==> src/rtl/core/hdsh_pkg.sv <==
`default_nettype none

package hdsh_pkg;

  // Number of regions counted per frame (legal range 1 to 63).
  localparam int REGIONS = 32;
  localparam int IDX_W = 6;
  localparam logic [IDX_W-1:0] REGION_LIMIT = IDX_W'(REGIONS);

  // Field widths.
  localparam int DETAIL_W = 10;
  localparam int SAD_W = 25;
  localparam int FDETAIL_W = 16;
  localparam int HOLD_W = 5;

  // Stream data widths, padded to whole bytes.
  localparam int S_DATA_W = 72;
  localparam int M_DATA_W = 8;

  // Per-region thresholds.
  localparam logic [DETAIL_W-1:0] LOW_DETAIL_LIMIT = 10'h3;
  localparam logic [SAD_W-1:0] LOW_SAD_LIMIT = 25'h30;

  // Per-frame count thresholds.
  localparam logic [IDX_W-1:0] DETAIL_COUNT_MIN = 6'd20;
  localparam logic [IDX_W-1:0] SAD_COUNT_MIN = 6'd10;

  // Hold length in frames.
  localparam logic [HOLD_W-1:0] HOLD_FRAMES = 5'd20;

  // Frame detail thresholds.
  localparam logic [FDETAIL_W-1:0] ZMV_HDETAIL_MIN = 16'h1c00;
  localparam logic [FDETAIL_W-1:0] ZMV_VDETAIL_MIN = 16'h0500;
  localparam logic [FDETAIL_W-1:0] RP_HDETAIL_MIN = 16'h4000;
  localparam logic [FDETAIL_W-1:0] RP_VDETAIL_MIN = 16'h2000;

  // Summary of one finished frame, handed to the decision logic.
  typedef struct packed {
    logic sad_ok;
    logic dtl_ok;
    logic still;
    logic zmv_detail_ok;
    logic rp_detail_ok;
  } frame_sum_t;

  // Decision for one frame.
  typedef struct packed {
    logic zero_motion;
    logic repeat_hit;
  } decision_t;

endpackage

`default_nettype wire

==> src/rtl/core/hdsh_decide.sv <==
`default_nettype none

module hdsh_decide (
  input  wire                   clk,
  input  wire                   rst,
  input  wire                   eval,
  input  wire                   detect_enable,
  input  wire hdsh_pkg::frame_sum_t sum,
  output hdsh_pkg::decision_t   decision
);

  logic [hdsh_pkg::HOLD_W-1:0] still_hold_count;
  logic [hdsh_pkg::HOLD_W-1:0] still_hold_count_next;
  logic [hdsh_pkg::HOLD_W-1:0] detail_hold_count;
  logic [hdsh_pkg::HOLD_W-1:0] detail_hold_count_next;
  logic                        repeat_flag;
  logic                        repeat_flag_next;
  logic                        zmv_cond;

  // Zero-motion needs a still frame or a running still hold.
  assign zmv_cond = sum.sad_ok && sum.dtl_ok && sum.zmv_detail_ok &&
                    (sum.still || (still_hold_count != '0));

  // Frame decision and next hold state.
  always_comb begin
    still_hold_count_next  = still_hold_count;
    detail_hold_count_next = detail_hold_count;
    repeat_flag_next       = 1'b0;
    decision.zero_motion   = 1'b0;
    if (detect_enable) begin
      decision.zero_motion = zmv_cond;
      if (zmv_cond) begin
        still_hold_count_next = sum.still ? hdsh_pkg::HOLD_FRAMES
                                          : still_hold_count - 1'b1;
      end else begin
        still_hold_count_next = '0;
      end

      if (sum.sad_ok && sum.rp_detail_ok) begin
        repeat_flag_next       = 1'b1;
        detail_hold_count_next = hdsh_pkg::HOLD_FRAMES;
      end else if (sum.sad_ok && (detail_hold_count != '0)) begin
        // While the hold runs the flag keeps its previous value.
        repeat_flag_next       = repeat_flag;
        detail_hold_count_next = detail_hold_count - 1'b1;
      end else begin
        repeat_flag_next       = 1'b0;
        detail_hold_count_next = '0;
      end
    end
    decision.repeat_hit = repeat_flag_next;
  end

  // Hold state advances once per finished frame.
  always_ff @(posedge clk) begin
    if (rst) begin
      still_hold_count  <= '0;
      detail_hold_count <= '0;
      repeat_flag       <= 1'b0;
    end else if (eval) begin
      still_hold_count  <= still_hold_count_next;
      detail_hold_count <= detail_hold_count_next;
      repeat_flag       <= repeat_flag_next;
    end
  end

endmodule

`default_nettype wire

==> src/rtl/core/high_detail_scene_hold_detector_top.sv <==
// A frame's result is registered in the output register when its last-region item leaves
// the input register, which holds that item while the output is blocked.
// Throughput: one region item per cycle; the input register and the output register
// let items flow back to back, and only a last-region item waits for a free output.
// Reset (rst, synchronous, active high) clears the counts, hold counters, repeat
// flag, detect_enable and both valid flags.
`default_nettype none

module high_detail_scene_hold_detector_top (
  input  wire                          clk,
  input  wire                          rst,
  input  wire                          detect_enable_we,
  input  wire                          detect_enable_wdata,
  input  wire                          s_axis_tvalid,
  output logic                         s_axis_tready,
  // region_detail[9:0], region_sad[34:10], frame_hdetail[50:35],
  // frame_vdetail[66:51], zero padding[71:67]
  input  wire [hdsh_pkg::S_DATA_W-1:0] s_axis_tdata,
  input  wire                          s_axis_tlast,   // last_region
  input  wire                          s_axis_tuser,   // video_still
  output logic                         m_axis_tvalid,
  input  wire                          m_axis_tready,
  // zero_motion_detected[0], repeat_detected[1], zero padding[7:2]
  output logic [hdsh_pkg::M_DATA_W-1:0] m_axis_tdata
);

  logic                           detect_enable;

  // Input register.
  logic                           in_valid;
  logic [hdsh_pkg::DETAIL_W-1:0]  in_detail;
  logic [hdsh_pkg::SAD_W-1:0]     in_sad;
  logic                           in_last;
  logic [hdsh_pkg::FDETAIL_W-1:0] in_hdetail;
  logic [hdsh_pkg::FDETAIL_W-1:0] in_vdetail;
  logic                           in_still;

  // Per-frame counts.
  logic [hdsh_pkg::IDX_W-1:0]     region_index;
  logic [hdsh_pkg::IDX_W-1:0]     low_detail_count;
  logic [hdsh_pkg::IDX_W-1:0]     low_sad_count;
  logic [hdsh_pkg::IDX_W-1:0]     low_detail_count_next;
  logic [hdsh_pkg::IDX_W-1:0]     low_sad_count_next;
  logic                           counted;

  logic                           advance;
  logic                           eval;
  hdsh_pkg::frame_sum_t           sum;
  hdsh_pkg::decision_t            decision;

  // An item leaves the input register unless it ends a frame and the output is blocked.
  assign advance = in_valid && (!in_last || !m_axis_tvalid || m_axis_tready);
  assign eval = advance && in_last;
  assign s_axis_tready = !in_valid || advance;

  // Configuration register.
  always_ff @(posedge clk) begin
    if (rst) begin
      detect_enable <= 1'b0;
    end else if (detect_enable_we) begin
      detect_enable <= detect_enable_wdata;
    end
  end

  // Capture the incoming item.
  always_ff @(posedge clk) begin
    if (rst) begin
      in_valid <= 1'b0;
    end else if (s_axis_tready) begin
      in_valid <= s_axis_tvalid;
    end
  end

  always_ff @(posedge clk) begin
    if (s_axis_tready && s_axis_tvalid) begin
      in_detail  <= s_axis_tdata[9:0];
      in_sad     <= s_axis_tdata[34:10];
      in_hdetail <= s_axis_tdata[50:35];
      in_vdetail <= s_axis_tdata[66:51];
      in_last    <= s_axis_tlast;
      in_still   <= s_axis_tuser;
    end
  end

  // Counts including the current region; regions past the limit are ignored.
  always_comb begin
    counted = region_index < hdsh_pkg::REGION_LIMIT;
    low_detail_count_next = low_detail_count +
      hdsh_pkg::IDX_W'(counted && (in_detail < hdsh_pkg::LOW_DETAIL_LIMIT));
    low_sad_count_next = low_sad_count +
      hdsh_pkg::IDX_W'(counted && (in_sad < hdsh_pkg::LOW_SAD_LIMIT));
  end

  always_ff @(posedge clk) begin
    if (rst) begin
      region_index     <= '0;
      low_detail_count <= '0;
      low_sad_count    <= '0;
    end else if (advance) begin
      if (in_last) begin
        region_index     <= '0;
        low_detail_count <= '0;
        low_sad_count    <= '0;
      end else begin
        region_index     <= region_index + hdsh_pkg::IDX_W'(counted);
        low_detail_count <= low_detail_count_next;
        low_sad_count    <= low_sad_count_next;
      end
    end
  end

  // Frame summary for the decision logic.
  always_comb begin
    sum.sad_ok        = low_sad_count_next > hdsh_pkg::SAD_COUNT_MIN;
    sum.dtl_ok        = low_detail_count_next > hdsh_pkg::DETAIL_COUNT_MIN;
    sum.still         = in_still;
    sum.zmv_detail_ok = (in_hdetail > hdsh_pkg::ZMV_HDETAIL_MIN) &&
                        (in_vdetail > hdsh_pkg::ZMV_VDETAIL_MIN);
    sum.rp_detail_ok  = (in_hdetail > hdsh_pkg::RP_HDETAIL_MIN) &&
                        (in_vdetail > hdsh_pkg::RP_VDETAIL_MIN);
  end

  hdsh_decide u_decide (
    .clk           (clk),
    .rst           (rst),
    .eval          (eval),
    .detect_enable (detect_enable),
    .sum           (sum),
    .decision      (decision)
  );

  // Result register.
  always_ff @(posedge clk) begin
    if (rst) begin
      m_axis_tvalid <= 1'b0;
    end else if (eval) begin
      m_axis_tvalid <= 1'b1;
    end else if (m_axis_tready) begin
      m_axis_tvalid <= 1'b0;
    end
  end

  always_ff @(posedge clk) begin
    if (eval) begin
      m_axis_tdata <= {6'd0, decision.repeat_hit, decision.zero_motion};
    end
  end

`ifndef SYNTHESIS
  // The region counter never passes the configured region limit.
  assert property (@(posedge clk) disable iff (rst)
    region_index <= hdsh_pkg::REGION_LIMIT)
    else $error("region index past limit");

  // Low counts can only grow with counted regions.
  assert property (@(posedge clk) disable iff (rst)
    (low_detail_count <= region_index) && (low_sad_count <= region_index))
    else $error("low count exceeds regions seen");

  // Input stalls only for a frame end waiting on a blocked output.
  assert property (@(posedge clk) disable iff (rst)
    !s_axis_tready |-> (in_valid && in_last && m_axis_tvalid && !m_axis_tready))
    else $error("unexpected input stall");

  // A frame end that advances always produces a result next cycle.
  assert property (@(posedge clk) disable iff (rst)
    eval |=> m_axis_tvalid)
    else $error("frame result lost");
`endif

endmodule

`default_nettype wire
==> config.mk <==
export PLATFORM = sky130hd
export DESIGN_NAME = high_detail_scene_hold_detector_top
export DESIGN_NICKNAME = d
export VERILOG_FILES = /design/src/rtl/core/hdsh_pkg.sv /design/src/rtl/core/hdsh_decide.sv /design/src/rtl/core/high_detail_scene_hold_detector_top.sv
export SDC_FILE = /design/constraint.sdc
export NUM_CORES = 1
export LEC_CHECK = 0
export ABC_AREA = 1
export BUFFER_PORTS_ARGS = -buffer_cell sky130_fd_sc_hd__buf_2
export CORE_AREA = 2 2 74 111
export DETAILED_ROUTE_END_ITERATION = 8
export DIE_AREA = 0 0 76 113
export GPL_TIMING_DRIVEN = 0
export PLACE_DENSITY = 0.79
export SETUP_SLACK_MARGIN = 0.5
export SLEW_MARGIN = 20
export SYNTH_ARGS = -nofsm -noshare
export SYNTH_HDL_FRONTEND = slang
export SYNTH_SLANG_ARGS = --single-unit
==> constraint.sdc <==
create_clock -name clk -period 6.11 [get_ports clk]
set_input_delay 0.9165 -clock clk [delete_from_list [all_inputs] [get_ports clk]]
set_output_delay 0.9165 -clock clk [all_outputs]
set_load 0.02 [all_outputs]
==> results_dict.tcl, run 1 <==
set metrics [dict create \
    synth_flop_cell "edfxtp_1" \
    drcViolationCount 0 \
    tns_ps 0 \
    postRouteAntennaNets 0 \
    clockRootBuffer "clkbuf_16" \
    die_w_microns 76 \
    cts_max_level 3 \
    via_per_inst 4.93 \
    critical_path.max_stage_delay_ps 280 \
    dieArea_sq_um 8590 \
    final_cell_area_sq_um 4960 \
    synthTopCellsByCount "nand2_1 (87), edfxtp_1 (67), inv_1 (43), nor2_1 (41), dfxtp_1 (32)" \
    vias 2905 \
    numCtsBuffers 9 \
    place_ws_ps 3470 \
    synth-edff-count 67 \
    r2r_slack_ps 3500 \
    critPathMaxFanout 3 \
    syn_inst 392 \
    clock_path_buffers 2 \
    grt_usage_pct 17.8 \
    synth.avg_cell_area_sq_um 10.4 \
    synthToLayoutAreaGrowth_pct 21.1 \
    routed_wl_microns 7070 \
    critPathTopFamily "simple AND/OR/NAND/NOR gates" \
    routedWlPerCell_microns 12.0 \
    min_period_ps 2640 \
    place_inst 573 \
    first_pass_iters 4 \
    synth_seq_cells 99 \
    slowest_stage "nor2_1" \
    drv_cap 0 \
    cts_hold_buf 0 \
    drt_iter0_markers 133 \
    grt_max_degree 66 \
    rsz0062_at_grt "false" \
    finalPower_mw 1.47 \
    num_antenna_cells 0 \
    num_io_pins 90 \
    whs_path_depth 1 \
    overflow 0 \
    grt_pass1_wl_microns 11900 \
    synth.most_common_cell "nand2_1" \
    tightest_slew_ps 735 \
    cts_tree "yes" \
    setup_violations 0 \
    yosysTopAreaCellShare_pct 49.1 \
    setup_ws_ps 3470 \
    detailed_place_hpwl_microns 5050 \
    synth-async-reset-ratio_pct 0 \
    crit_type "in -> out" \
    worstSkewPairLatency_ps 350 \
    start_kind "input port" \
    hold_viol 0 \
    multi_input_area_sq_um 1210 \
    core_sq_um 7560 \
    layout-drive-gt1-share_pct 23.4 \
    cpMostUsedCell "buf_2" \
    path_buf_inv 2 \
    path_clk_slew_ps 70 \
    finalNonFillerCells 589 \
    synth_cell_types 34 \
    r2r_start "in_sad[16]$_DFFE_PP_" \
    crit_chain "buf_2 > nor2_1 > nand3_1 > buf_2" \
    cp-startpoint "m_axis_tready" \
    cts_setup_buffers 0 \
    seq_area_sq_um 2650 \
    syn_area_sq_um 4090 \
    fin_nets 570 \
    nFillCells 547 \
    maxSlewViolCount 0 \
    critPathRequiredTime_ps 5190 \
    status "finished clean" \
    yosys.area.top_type "edfxtp_1" \
    ff2ff_path_depth 14 \
    antenna_found_initial 0 \
    vdd_drop_max_mv 0.285 \
    final.setup_skew_ps 8.41 \
    max_freq_mhz 379 \
    place_congestion 0.854 \
    fin_crit_sh_pct 43.2 \
    start_util_pct 54.1 \
    hold_path_class "reg -> reg" \
    synth_area_leaders "edfxtp_1 (49%), dfxtp_1 (16%), nand2_1 (8.0%), inv_1 (3.9%), a21oi_1 (3.8%)" \
    ys_seq_area_share_pct 64.8 \
    rows 39 \
    yosysWarnings 0 \
    io_buffer_count 74 \
    hold_start "region_index[4]$_SDFFE_PP0P_" \
    maxSlewHeadroom_pct 51.0 \
    p_leak_nw 2.05 \
    placed_cell_area_sq_um 4610 \
    grt_pass1_vias 2839 \
    p_per_area_nw_per_um2 296 \
    cts-resized-gates 0 \
    clkSinkCount 99 \
    die_h_microns 113 \
    crit_arrival_ps 1720 \
    end_kind "output pin" \
    crit_cells 4 \
]
==> stage by stage <==
| stage | util [%] | hold WS (ps) |
|---|---|---|
| final | 65.6 | 459 |
| after global routing | 65.6 | 483 |
| after CTS | 65.6 | 467 |
| after detailed placement | 61.0 | 455 |
| after global placement | 61.0 | 439 |
| after floorplan | - | 422 |
==> state kept, by name, summed over array words and instances, names as in the netlist, 2 cells and up <==
| signal | flops |
|---|---|
| u_decide.detail_hold_count | 5 |
| region_index | 6 |
| low_sad_count | 6 |
| in_vdetail | 16 |
| u_decide.still_hold_count | 5 |
| in_hdetail | 16 |
| in_sad | 21 |
| m_axis_tdata | 2 |
| low_detail_count | 6 |
| in_detail | 10 |
==> report_power, final <==
group	switching, mW	total (mW)	internal [mW]
logic	0.0379	0.0661	0.0282
registers	0.00957	0.755	0.745
clock network	0.243	0.646	0.403
total	0.290	1.47	1.18
==> logic make-up after synthesis <==
kind of cell / Yosys count / share of synthesized area (%)
and+or+nand+nor: 177 / 19.1
DFF: 99 / 64.8
buffers and inverters: 57 / 6.17
AOI/OAI and AO/OA: 45 / 6.30
adders and majority gates: 8 / 2.45
xor gates and xnor gates: 5 / 1.07
other: 1 / 0.0916
==> area by class of cell <==
| class | count | share of cell area, % |
|---|---|---|
| Sequential cell | 99 | 53.5 |
| Clock inverter | 7 | 2.45 |
| Buffer | 11 | 1.61 |
| Tap cell | 102 | 2.57 |
| Multi-Input combinational cell | 241 | 24.3 |
| Inverter | 46 | 3.53 |
| Timing Repair Buffer | 74 | 7.47 |
| Clock buffer | 9 | 4.54 |
==> metal layers <==
layer	global-route usage (%)	vias up	routed length, microns	share of wire [%]
li1	-	1484	-	-
met4	8.00	0	174	2.5
met3	4.63	12	349	4.9
met1	17.9	1326	2650	37
met5	0	-	0	0
met2	34.2	83	3890	55
==> final timing paths <==
path,to
worst max-delay path,s_axis_tready
worst min-delay path,region_index[4]$_SDFFE_PP0P_
worst max register to register,m_axis_tdata[1]$_DFFE_PP_
worst min register to register,region_index[4]$_SDFFE_PP0P_
==> cell usage in the layout (no fill, tap or decap), drive strengths merged, types with 5 or more instances in the layout <==
cell and count:
xor2 5, conb 6, buf 83, nor2 44, nand4 5, o21ai 8, nor4 6, dfxtp 32
nand2 89, nand3 24, clkbuf 11, a21oi 31, ha 8, edfxtp 67, inv 49
No activity file was read; power rests on OpenSTA's default activity.
==> run 2, diff against run 1 <==
- ABC_AREA: 1 -> 0
- CORE_AREA: 2 2 74 111 -> 2 2 78 117
- DIE_AREA: 0 0 76 113 -> 0 0 80 119
- PLACE_DENSITY: 0.79 -> 0.73
- clock period: 6.11 -> 2.2 ns (I/O delays scaled with it)
==> results_dict.tcl, run 2 <==
set metrics [dict create \
    status "finished with violations" \
    violations "setup timing" \
    r2r_start "in_sad[11]$_DFFE_PP_" \
    start_kind "register" \
    fin_nets 519 \
    synth_cell_types 48 \
    antenna_found_initial 0 \
    fin_crit_sh_pct 136 \
    synthTopCellsByCount "edfxtp_1 (67), dfxtp_1 (32), nand2_1 (29), nor2_1 (29), a21oi_1 (23)" \
    power_frac_seq_pct 54.6 \
    synth-async-reset-ratio_pct 0 \
    end_kind "register" \
    yosysTopAreaCellShare_pct 50.7 \
    final_common_cell "buf_2" \
    yosysWarnings 0 \
    grt_usage_pct 17.4 \
    final.setup_skew_ps 11.0 \
    whs_path_depth 1 \
    path_clk_slew_ps 70 \
    vias 2873 \
    ff2ff_path_depth 12 \
    start_util_pct 46.0 \
    clkPwrFrac_pct 39.4 \
    nFillCells 657 \
    setup_violations 15 \
    tightest_slew_ps 721 \
    maxSlewViolCount 0 \
    via_per_inst 5.27 \
    critical_path.max_stage_delay_ps 400 \
    crit_type "reg -> reg" \
    syn_area_sq_um 3970 \
    grt_max_degree 27 \
    reg2reg_to "m_axis_tdata[1]$_DFFE_PP_" \
    ys_seq_area_share_pct 66.9 \
    swShare_pct 20.6 \
    p_leak_nw 1.98 \
    hold_path_class "in -> reg" \
    worstHoldEndpoint "in_vdetail[4]$_DFFE_PP_" \
    io_buffer_count 74 \
    crit_arrival_ps 3090 \
    die_h_microns 119 \
    grt_pass1_wl_microns 12600 \
    hold_start "s_axis_tdata[55]" \
    synth_area_leaders "edfxtp_1 (51%), dfxtp_1 (16%), a21oi_1 (2.9%), nand2_1 (2.7%), nor2_1 (2.7%)" \
    routed_wl_microns 8010 \
    finalNonFillerCells 545 \
    place_congestion 0.817 \
    core_sq_um 8620 \
    overflow 0 \
    clock_path_buffers 2 \
    p_switching_mw 0.793 \
    cts_hold_buf 0 \
    rsz0062_at_grt "true" \
    clockRootBuffer "clkbuf_16" \
    slowest_stage "a2111oi_4" \
    drt_iter0_markers 181 \
    crit_chain "nor4_2 > nand4_1 > a211oi_2 > ha_2 > ha_4 > xnor2_2 > nand2_2 > a2111oi_4 > buf_4 > and3b_2 > a21oi_2 > nor2_1" \
    synth.avg_cell_area_sq_um 12.6 \
    multi_input_area_sq_um 1520 \
    postRouteAntennaNets 0 \
    place_inst 507 \
    setup_ws_ps -800 \
    seq_area_sq_um 2650 \
    routedWlPerCell_microns 14.7 \
    final_cell_mix "buf_2 (73), edfxtp_1 (67), dfxtp_1 (32), nand2_1 (27), nor2_1 (27)" \
    synth_seq_cells 99 \
    synthToLayoutAreaGrowth_pct 36.0 \
    vdd_drop_max_mv 0.539 \
    critPathMaxFanout 4 \
    yosys.area.top_type "edfxtp_1" \
    synth.most_common_cell "edfxtp_1" \
    max_freq_mhz 333 \
    largest_reg_flops 21 \
    worstSkewPairLatency_ps 340 \
    clkSinkCount 99 \
    first_pass_iters 4 \
    internal_power_mw 3.06 \
    grt_pass1_vias 2850 \
    power_frac_comb_pct 6.1 \
    num_antenna_cells 0 \
    syn_inst 316 \
    num_io_pins 90 \
    cts_max_level 3 \
    hold_viol 0 \
    min_period_ps 3000 \
    layout-drive-gt1-share_pct 38.6 \
    die_w_microns 80 \
    critPathTopFamily "simple AND/OR/NAND/NOR gates" \
    path_buf_inv 1 \
    p_per_area_nw_per_um2 713 \
    maxSlewHeadroom_pct 51.7 \
    tns_ps -8680 \
    synth_flop_cell "edfxtp_1" \
    drv_cap 0 \
    r2r_slack_ps -800 \
    drcViolationCount 0 \
    place_ws_ps -973 \
    detailed_place_hpwl_microns 5250 \
    synth-edff-count 67 \
    largest_register "in_sad" \
    reg_top3 "in_sad x21, in_hdetail x16, in_vdetail x16" \
    rows 42 \
    critPathRequiredTime_ps 2290 \
    cts_tree "yes" \
    numCtsBuffers 9 \
    dieArea_sq_um 9520 \
]
[run 2: cell count changes in the layout (fill, tap and decap cells not counted), sizes merged, moves of 6 or more]
cell    before  now
inv         49    8
nand2       89   29
nor2        44   29
clkbuf      11   20
nand3       24   11
a21oi       31   23
xnor2        0    6
nor4         6   13
buf         83  101
[run 2: worst max path at each step]
stage / from / end / slack, ps / cells past startpoint
after floorplan: in_sad[21]$_DFFE_PP_ / m_axis_tdata[1]$_DFFE_PP_ / -600 / 10
after global placement: in_sad[7]$_DFFE_PP_ / m_axis_tdata[1]$_DFFE_PP_ / -910 / 11
after detailed placement: in_sad[7]$_DFFE_PP_ / m_axis_tdata[1]$_DFFE_PP_ / -970 / 11
after CTS: in_sad[7]$_DFFE_PP_ / m_axis_tdata[1]$_DFFE_PP_ / -820 / 11
after global routing: in_sad[11]$_DFFE_PP_ / m_axis_tdata[1]$_DFFE_PP_ / -1010 / 12
final: in_sad[11]$_DFFE_PP_ / m_axis_tdata[1]$_DFFE_PP_ / -800 / 12
[run 2: per-stage QoR]
step           hold slack [ps]  utilization [%]  total power, mW  instance area (sq um)
3_5_place_dp               463             53.7             2.32                   4620
5_1_grt                    152             62.6             3.97                   5400
4_1_cts                    148             59.3             3.85                   5110
2_1_floorplan              429                -             2.22                   4060
3_3_place_gp               447             53.0             2.30                   4570
6_report                   157             62.6             3.85                   5400
[run 2: cell type report]
type | instances | area share [%]
buffer | 13 | 1.76
clock buffer | 10 | 4.24
clock inverter | 5 | 1.02
inverter | 8 | 0.557
multi-input combinational | 202 | 28.2
sequential | 99 | 49.2
tap | 110 | 2.55
timing repair buffer | 98 | 12.5
[run 2: logic make-up (layout without fill, tap and decap cells)]
logic type / count (synthesis) / in the layout / synth area share (%)
AND/OR/NAND/NOR: 119 / 119 / 15.6
flip-flops: 99 / 99 / 66.9
AO/OA/AOI/OAI: 57 / 58 / 9.50
buffers and inverters: 21 / 134 / 2.56
XOR/XNOR: 10 / 10 / 2.59
adder cells (fa/ha/maj): 8 / 8 / 2.52
other: 1 / 6 / 0.0945
multiplexers: 1 / 1 / 0.252
[run 2: power by group through the flow]
| stage | combinational [mW] | clock (mW) | sequential [mW] |
|---|---|---|---|
| 6_report | 0.234 | 1.51 | 2.10 |
| 3_3_place_gp | 0.169 | 0 | 2.13 |
| 4_1_cts | 0.204 | 1.55 | 2.10 |
| 2_1_floorplan | 0.0870 | 0 | 2.13 |
| 3_5_place_dp | 0.187 | 0 | 2.14 |
| 5_1_grt | 0.255 | 1.61 | 2.10 |
[run 2: layer usage]
layer / vias to the layer above / share of wire, % / track usage [%]
met5: - / 0 / 0
met4: 0 / 3.5 / 10.2
met3: 19 / 4.5 / 3.94
met2: 86 / 53 / 28.9
met1: 1364 / 39 / 20.3
li1: 1404 / - / -
[run 2: repair_timing]
action | in CTS | in global routing
buffers inserted | 8 | 11
endpoints found under the setup margin | 93 | 63
gates resized for setup | 28 | 34
cloned | 1 | 3
pin swaps | 13 | 19
==> run 3, diff against run 2 <==
- CORE_AREA: 2 2 78 117 -> 2 2 74 111
- DIE_AREA: 0 0 80 119 -> 0 0 76 113
- PLACE_DENSITY: 0.73 -> 0.77
- clock period: 2.2 -> 2.9 ns (I/O delays scaled with it)
==> results_dict.tcl, run 3 (same netlist as run 2, synthesis figures left out) <==
set metrics [dict create \
    status "finished with violations" \
    violations "setup timing" \
    fin_util_pct 68.9 \
    cts_tree "yes" \
    drt_iter0_markers 192 \
    dieArea_sq_um 8590 \
    setup_ws_ps -204 \
    routedWlPerCell_microns 14.5 \
    rsz0062_at_grt "true" \
    io_buffer_count 74 \
    drcViolationCount 0 \
    maxSlewHeadroom_pct 48.8 \
    rows 39 \
    clock_path_buffers 2 \
    num_io_pins 90 \
    crit_arrival_ps 3200 \
    postRouteAntennaNets 0 \
    min_period_ps 3100 \
    grt_pass1_wl_microns 12300 \
    setup_violations 12 \
    vias 2804 \
    hold_path_class "in -> reg" \
    final_cell_mix "buf_2 (74), edfxtp_1 (67), dfxtp_1 (32), nor2_1 (29), nand2_1 (27)" \
    clockRootBuffer "clkbuf_16" \
    grt_usage_pct 18.5 \
    largest_reg_flops 21 \
    finalPower_mw 2.89 \
    hold_viol 0 \
    overflow 0 \
    antenna_found_initial 0 \
    routed_wl_microns 7630 \
    place_congestion 0.806 \
    numCtsBuffers 9 \
    start_kind "register" \
    grt_max_degree 27 \
    critPathMaxFanout 4 \
    nFillCells 513 \
    reg_top3 "in_sad x21, in_hdetail x16, in_vdetail x16" \
    start_util_pct 52.4 \
    detailed_place_hpwl_microns 5050 \
    die_h_microns 113 \
    maxSlewViolCount 0 \
    place_ws_ps -359 \
    critPathRequiredTime_ps 2990 \
    fin_crit_sh_pct 107 \
    drv_cap 0 \
    path_clk_slew_ps 70 \
    first_pass_iters 4 \
    p_leak_nw 1.87 \
    cts_max_level 3 \
    timing.hold.ws_ps 264 \
    final_common_cell "buf_2" \
    end_kind "register" \
    crit_type "reg -> reg" \
    via_per_inst 5.33 \
    fin_nets 507 \
    max_freq_mhz 322 \
    synthToLayoutAreaGrowth_pct 31.5 \
    core_sq_um 7560 \
    worstSkewPairLatency_ps 340 \
    grt_pass1_vias 2714 \
    p_per_area_nw_per_um2 554 \
    die_w_microns 76 \
    vdd_drop_max_mv 0.563 \
    layout-drive-gt1-share_pct 35.4 \
    cts_hold_buf 0 \
    num_antenna_cells 0 \
    tightest_slew_ps 764 \
    largest_register "in_sad" \
    clkSinkCount 99 \
    tns_ps -1310 \
    final.setup_skew_ps 10.9 \
]
-- run 3: per-stage QoR --
stage	std cells	area, sq um
2_1_floorplan	321	4030
6_report	526	5210
3_3_place_gp	497	4530
5_1_grt	526	5210
3_5_place_dp	499	4580
4_1_cts	524	5070
-- run 3: cell type report --
| cell class | instances | area, sq um | share of cell area (%) |
|---|---|---|---|
| Multi-Input combinational cell | 201 | 1520 | 29.1 |
| Clock buffer | 10 | 229 | 4.39 |
| Buffer | 13 | 71.3 | 1.37 |
| Inverter | 8 | 30.0 | 0.576 |
| Timing Repair Buffer | 87 | 523 | 10.0 |
| Clock inverter | 6 | 63.8 | 1.22 |
| Sequential cell | 99 | 2650 | 50.9 |
| Tap cell | 102 | 128 | 2.45 |
-- run 3: routing by layer --
layer	wire length (microns)	track usage, %
met4	151	8.36
met3	328	4.86
met2	4170	32.9
met5	0	0
met1	2980	20.7
-- run 3: critical path, stage by stage, from the launching register on --
cell and delay, ps:
edfxtp_1 370, or4_4 530, a211oi_2 230, ha_2 240, buf_6 130, nand3_4 100
xnor2_4 190, a2111oi_4 460, buf_4 180, and3b_2 250, a21oi_2 110, nor2_1 50
-- run 3: report_power, final --
| group | switching (mW) | leakage [nW] | internal, mW |
|---|---|---|---|
| registers | 0.0233 | 0.913 | 1.57 |
| logic | 0.0796 | 0.814 | 0.0649 |
| clock network | 0.483 | 0.140 | 0.668 |
| total | 0.586 | 1.87 | 2.30 |
-- run 3: what timing repair did --
action | CTS | global route
buffers inserted | 9 | 2
endpoints found under the setup margin | 14 | 15
pin swaps | 15 | 10
gates resized for setup | 26 | 24
-- run 3: worst paths after layout --
path,start,depth (start not counted),slack (ps),to
worst max register to register,in_sad[13]$_DFFE_PP_,11,-200,m_axis_tdata[1]$_DFFE_PP_
worst min-delay path,s_axis_tlast,1,260,in_last$_DFFE_PP_
worst max-delay path,in_sad[13]$_DFFE_PP_,11,-200,m_axis_tdata[1]$_DFFE_PP_
worst min register to register,region_index[0]$_SDFFE_PP0P_,2,460,region_index[0]$_SDFFE_PP0P_
